File: src/rtl/prs_pkg.sv
`default_nettype none
package prs_pkg;

    localparam int BLOCK_W = 64;
    localparam int KEY_W   = 80;
    localparam int RC_W    = 5;

    typedef logic [BLOCK_W-1:0] t_block;
    typedef logic [KEY_W-1:0]   t_key;
    typedef logic [RC_W-1:0]    t_round;

    // configuration register indexes
    typedef enum logic [7:0] {
        CFG_KEY_LOW  = 8'd0,
        CFG_KEY_HIGH = 8'd1
    } t_cfg_index;

    // one pipeline slot handed from cell to cell
    typedef struct packed {
        logic   valid;
        t_block state;
        t_key   key;
    } t_stage;

    function automatic logic [3:0] sbox(input logic [3:0] x);
        logic [3:0] y;
        case (x)
            4'h0:    y = 4'hC;
            4'h1:    y = 4'h5;
            4'h2:    y = 4'h6;
            4'h3:    y = 4'hB;
            4'h4:    y = 4'h9;
            4'h5:    y = 4'h0;
            4'h6:    y = 4'hA;
            4'h7:    y = 4'hD;
            4'h8:    y = 4'h3;
            4'h9:    y = 4'hE;
            4'hA:    y = 4'hF;
            4'hB:    y = 4'h8;
            4'hC:    y = 4'h4;
            4'hD:    y = 4'h7;
            4'hE:    y = 4'h1;
            4'hF:    y = 4'h2;
            default: y = 4'h0;
        endcase
        return y;
    endfunction

    function automatic t_block nibble_sub_layer(input t_block x);
        t_block y;
        for (int n = 0; n < BLOCK_W / 4; n++) begin
            y[4*n +: 4] = sbox(x[4*n +: 4]);
        end
        return y;
    endfunction

    // bit i moves to i/4 + 16*(i mod 4)
    function automatic t_block bit_perm_layer(input t_block x);
        t_block y;
        for (int i = 0; i < BLOCK_W; i++) begin
            y[(i / 4) + 16 * (i % 4)] = x[i];
        end
        return y;
    endfunction

    function automatic t_block round_key(input t_key k);
        return k[KEY_W-1 -: BLOCK_W];
    endfunction

    // rotate right by 19, s-box on top nibble, round counter into bits 19..15
    function automatic t_key key_update(input t_key k, input t_round rc);
        t_key y;
        y = {k[18:0], k[KEY_W-1:19]};
        y[KEY_W-1 -: 4] = sbox(y[KEY_W-1 -: 4]);
        y[19:15] = y[19:15] ^ rc;
        return y;
    endfunction

endpackage
`default_nettype wire

File: src/rtl/prs_round_cell.sv
`default_nettype none
module prs_round_cell (
    input  wire logic            i_clk,
    input  wire logic            i_rst_n,
    input  wire logic            i_advance,
    input  wire prs_pkg::t_round i_round,
    input  wire prs_pkg::t_stage i_stage,
    output prs_pkg::t_stage      o_stage
);

    logic            r_valid;
    prs_pkg::t_block r_state;
    prs_pkg::t_key   r_key;
    prs_pkg::t_block n_state;
    prs_pkg::t_key   n_key;

    always_comb begin
        n_state = prs_pkg::bit_perm_layer(prs_pkg::nibble_sub_layer(
                      i_stage.state ^ prs_pkg::round_key(i_stage.key)));
        n_key   = prs_pkg::key_update(i_stage.key, i_round);
    end

    always_ff @(posedge i_clk) begin
        if (!i_rst_n) begin
            r_valid <= 1'b0;
        end else if (i_advance) begin
            r_valid <= i_stage.valid;
        end
    end

    always_ff @(posedge i_clk) begin
        if (i_advance) begin
            r_state <= n_state;
            r_key   <= n_key;
        end
    end

    assign o_stage = '{valid: r_valid, state: r_state, key: r_key};

endmodule
`default_nettype wire
File: config.mk
export PLATFORM = sky130hd
export DESIGN_NAME = prs_round_cell
export DESIGN_NICKNAME = d
export VERILOG_FILES = /design/src/rtl/prs_pkg.sv /design/src/rtl/prs_round_cell.sv
export SDC_FILE = /design/constraint.sdc
export NUM_CORES = 1
export LEC_CHECK = 0
export BUFFER_PORTS_ARGS = -buffer_cell sky130_fd_sc_hd__buf_4
export CAP_MARGIN = 20
export CORE_MARGIN = 5
export CORE_UTILIZATION = 50
export DETAILED_ROUTE_END_ITERATION = 8
export GPL_ROUTABILITY_DRIVEN = 0
export PLACE_DENSITY = 0.8
export SYNTH_ARGS = -nofsm -noshare
export SYNTH_HDL_FRONTEND = slang
export SYNTH_SLANG_ARGS = --single-unit
File: constraint.sdc
create_clock -name i_clk -period 2.42 [get_ports i_clk]
set_clock_uncertainty 0.05 [all_clocks]
set_input_delay 0.242 -clock i_clk [delete_from_list [all_inputs] [get_ports i_clk]]
set_output_delay 0.242 -clock i_clk [all_outputs]
set_load 0.02 [all_outputs]
==> reports/metrics.yaml, run 1 <==
gr-max-usage-layer: "met2"
chipHeight_um: 134
crit_type: "in -> reg"
start_util: 0.508
synth_top_area_cell: "edfxtp_1"
setup_viol: 0
fin_crit_sh: 0.877
grt_use_met3: 0.0754
grt_max_degree: 56
ys_seq_area_frac: 0.565
antenna_found_initial: 0
htree_levels: 4
syn-cell-area_um2: 7690
synth_cell_types: 30
dp_hpwl_um: 14900
p_per_area_nw_per_um2: 718
clk_latency_ps: 420
maxCapViolations: 0
vias_per_cell: 5.21
leakagePower_nw: 5.03
met2_usage: 0.430
wl_per_cell_um: 19.0
peakVddDrop_mv: 0.432
cts-root-buf: "clkbuf_16"
postCtsSetupBuffers: 0
dieArea_um2: 18000
rows: 45
antenna_left: 0
design_area_um2: 11500
clock-sinks: 145
r2r_end: "r_valid"
final_util: 0.762
layout-drive-gt1-share: 0.419
worstReg2RegStart: "r_valid"
avgSynthCellArea_um2: 15.6
rsz0062_at_grt: "no"
slew_headroom: 0.535
fmax_mhz: 471
fin_ws_ps: 297
critPathArrivalTime_ps: 2230
vias: 5643
status: "complete, no violations"
hold_violations: 0
num-nets-final: 1089
met1_usage: 0.232
setup_tns_ps: 0
crit_start: "i_stage[68]"
setup.worst_path.start_class: "input pin"
synth_flop_cell: "edfxtp_1"
finalPower_mw: 8.28
async_flop_share: 0
ctsResizeCount: 0
clk_path_buf_depth: 2
syn_inst: 494
drt-pass1-iter-count: 4
grt_pass1_wl_um: 31900
syn2layout_area_growth_pct: 50.1
maxSlewViolCount: 0
drt-initial-drc-count: 196
numCtsBuffers: 17
overflow: 0
antenna_cells: 0
worst_pin_slew_ps: 693
cts_tree: "yes"
yosys-top-cells-area: "edfxtp_1 56%, ha_1 8.6%, mux2i_1 6.2%"
pre_cts_ws_ps: 450
fp.coreArea_um2: 15100
drcViolationCount: 0
min_period_ps: 2120
die_w_um: 134
worstSetupEndpoint: "r_state[45]"
hold_class: "in -> reg"
placed_cell_area_um2: 10200
drt-total-wl_um: 20600
port_buffers: 297
cts_hold_buf: 72
crit_path_end_kind: "register"
synth-seq-cells: 145
clk_pin_slew_ps: 60
cp.required_ps: 2520
ff2ff_setup_slack_ps: 1700
grt_usage: 0.230
rr_worst_depth: 2
synth_nets: 700
pin_count: 298
synth_top_area_frac: 0.562
cp_max_fo: 5
synth_edf_count: 144
ys_warn_count: 0
grt_pass1_vias: 6255
==> per-layer routing <==
metal,wire (um),part of all wire
met1,6920,0.34
met2,11200,0.54
met3,1790,0.087
met4,707,0.034
met5,0,0
==> Yosys cell counts (all sizes together) (2+ instances only) <==
cell,number
xnor2,49
edfxtp,144
o211ai,14
ha,53
nand2,3
mux4,19
mux2i,48
o21a,2
nand3,15
o21ai,18
xor2,38
buf,3
inv,65
o221a,15
==> kinds of logic after synthesis <==
family / count (synthesis) / synth area share
buffers and inverters: 68 / 0.0348
flip-flops: 145 / 0.565
AND/OR/NAND/NOR: 22 / 0.0143
multiplexers: 68 / 0.124
XOR/XNOR: 87 / 0.124
adder cells (fa/ha/maj): 53 / 0.0862
AO/OA/AOI/OAI: 51 / 0.0516
==> layout make-up <==
class | count | area, um^2
well taps | 188 | 235
inverters | 65 | 244
repair buffers | 373 | 3020
fillers | 876 | 3610
multi-input cells | 281 | 3080
flip-flops and latches | 145 | 4340
clock buffers | 17 | 425
clock inverters | 15 | 190
==> sequential cells by signal, summed over array words and instances (netlist names) <==
| signal | cells |
|---|---|
| r_key | 80 |
| r_valid | 1 |
| r_state | 64 |
==> critical path: stages <==
cell,delay [ps]
dlygate4sd3_1,550
buf_4,150
xor2_1,450
ha_1,350
mux4_1,480
==> power breakdown <==
part,leakage [nW],internal (mW),total (mW),switching [mW]
Clock,0.282,1.72,2.75,1.03
Combinational,3.33,1.08,2.28,1.21
Sequential,1.42,3.16,3.25,0.0956
==> layout by cell type (no fill, tap or decap), drive strengths merged <==
| cell | count |
|---|---|
| o211ai | 14 |
| o21ai | 18 |
| nor3b | 1 |
| mux2i | 48 |
| buf | 301 |
| mux4 | 19 |
| o32ai | 1 |
| and3 | 1 |
| dfxtp | 1 |
| dlygate4sd3 | 72 |
| nand3 | 15 |
| o221a | 15 |
| edfxtp | 144 |
| nor2b | 1 |
| xnor2 | 49 |
| mux2 | 1 |
| bufinv | 4 |
| clkinvlp | 5 |
| xor2 | 38 |
| nor2 | 1 |
| inv | 67 |
| a311oi | 1 |
| ha | 53 |
| clkinv | 4 |
| nand2 | 3 |
| clkbuf | 17 |
| o21a | 2 |
==> through the flow <==
stage	hold slack (ps)	std cells
2_1_floorplan	291	494
3_3_place_gp	371	980
3_5_place_dp	372	980
4_1_cts	51.4	1084
5_1_grt	49.0	1084
6_report	71.4	1084
==> worst min-delay path by stage <==
stage	slack (ps)	endpoint	start	cells past startpoint
after floorplan	290	r_key[0]	i_stage[19]	0
after global placement	370	r_key[73]	i_stage[12]	1
after detailed placement	370	r_key[63]	i_stage[2]	1
after CTS	50	r_key[19]	i_round[4]	2
after global routing	50	r_key[19]	i_round[4]	2
final	70	r_key[19]	i_round[4]	2
Power figures use the tool's default switching activity.
==> run 2: changes to the inputs <==
==> config.mk (replaced) <==
export PLATFORM = sky130hd
export DESIGN_NAME = prs_round_cell
export DESIGN_NICKNAME = d
export VERILOG_FILES = /design/src/rtl/prs_pkg.sv /design/src/rtl/prs_round_cell.sv
export SDC_FILE = /design/constraint.sdc
export NUM_CORES = 1
export LEC_CHECK = 0
export BUFFER_PORTS_ARGS = -buffer_cell sky130_fd_sc_hd__buf_2
export CAP_MARGIN = 20
export CORE_MARGIN = 5
export CORE_UTILIZATION = 35
export DETAILED_ROUTE_END_ITERATION = 8
export GPL_ROUTABILITY_DRIVEN = 0
export PLACE_DENSITY = 0.59
export SYNTH_ARGS = -nofsm -noshare
export SYNTH_HDL_FRONTEND = slang
export SYNTH_SLANG_ARGS = --single-unit
==> reports/metrics.yaml, run 2 (same netlist as run 1, synthesis figures left out) <==
htree_levels: 4
chipHeight_um: 158
maxSlewViolCount: 0
antenna_cells: 0
hold_ws_ps: 36.1
p_int_mw: 5.45
layout_commonest_cell: "buf_2"
hold_violations: 0
port_buffers: 297
clock-sinks: 145
reg_top3: "r_key: 80 flops, r_state: 64 flops, r_valid: 1 flops"
drcViolationCount: 0
swShare: 0.298
peakVddDrop_mv: 0.416
overflow: 0
vias: 5302
setup.worst_path.start_class: "input pin"
drt-total-wl_um: 17900
grt_pass1_vias: 5392
largest_register: "r_key"
status: "complete, no violations"
fmax_mhz: 478
wl_per_cell_um: 15.2
rows: 54
rsz0062_at_grt: "no"
layout-drive-gt1-share: 0.422
dp_hpwl_um: 13600
clk_latency_ps: 420
cts_tree: "yes"
pin_count: 298
p_comb_frac: 0.256
pwr-share-clk: 0.329
drt-pass1-iter-count: 4
crit_type: "in -> reg"
start_util: 0.353
largest_register_ff_count: 80
num-nets-final: 1089
crit_path_end_kind: "register"
min_period_ps: 2090
hold_class: "in -> reg"
layout_common_cells: "296 x buf_2, 144 x edfxtp_1, 72 x dlygate4sd3_1, 65 x inv_1, 53 x ha_1"
grt_max_degree: 48
maxCapViolations: 0
setup_viol: 0
vias_per_cell: 4.51
clk_path_buf_depth: 2
antenna_found_initial: 0
cp_max_fo: 4
cts-root-buf: "clkbuf_16"
fp.coreArea_um2: 21800
worst_pin_slew_ps: 719
p_per_area_nw_per_um2: 715
leakagePower_nw: 4.75
die_w_um: 158
clk_pin_slew_ps: 70
grt_pass1_wl_um: 27200
numCtsBuffers: 17
critPathArrivalTime_ps: 2190
dieArea_um2: 25000
antenna_left: 0
grt_usage: 0.140
cp.required_ps: 2520
p_seq_frac: 0.415
drt-initial-drc-count: 188
fin_crit_sh: 0.865
setup_tns_ps: 0
finalPower_mw: 7.76
slew_headroom: 0.517
syn2layout_area_growth_pct: 41.2
switchingPower_mw: 2.31
run 2: area by class of cell:
class	instances	area (um^2)
multi-input combinational	281	3080
clock buffer	19	443
timing repair buffer	373	2270
inverter	65	244
clock inverter	13	128
sequential	145	4340
fill	1916	10900
tap	280	350
run 2: through the flow:
step,worst slack [ps],instance area [um^2],util,instances
floorplan,666,7690,-,494
finish,326,10900,0.499,1176
global placement,493,9560,0.440,1072
CTS,340,10900,0.499,1176
detailed placement,438,9560,0.440,1072
global route,272,10900,0.499,1176
run 2: worst paths after layout:
| check | cells past startpoint | endpoint | startpoint | slack (ps) |
|---|---|---|---|---|
| max | 6 | r_state[45] | i_stage[69] | 330 |
| min | 3 | r_valid | i_stage[144] | 40 |
| max reg2reg | 2 | r_valid | r_valid | 1790 |
| min reg2reg | 2 | r_valid | r_valid | 470 |
run 2: metal layers:
metal  track usage  vias up  wire length [um]
li1              -     2617                 -
met1         0.160     2480              7000
met2         0.238      185              8760
met3        0.0601       20              1780
met4        0.0422        0               315
met5             0        -                 0
run 2: power by group through the flow:
stage / Clock, mW / Combinational [mW] / Sequential (mW)
2_1_floorplan: 0 / 0.797 / 3.69
3_3_place_gp: 0 / 1.91 / 3.27
3_5_place_dp: 0 / 1.92 / 3.27
4_1_cts: 2.64 / 2.02 / 3.22
5_1_grt: 2.76 / 2.18 / 3.25
6_report: 2.56 / 1.99 / 3.22
run 2: critical path, cell delays in order:
cell	delay, ps
dlygate4sd3_1	540
buf_2	130
xnor2_1	390
inv_1	90
ha_1	320
mux4_1	470
run 2: what timing repair did:
item,in CTS,in global routing
setup endpoints to repair,0,0
hold buffers,72,0
hold endpoints to repair,72,0
gates resized for setup,0,0
setup buffers,0,0
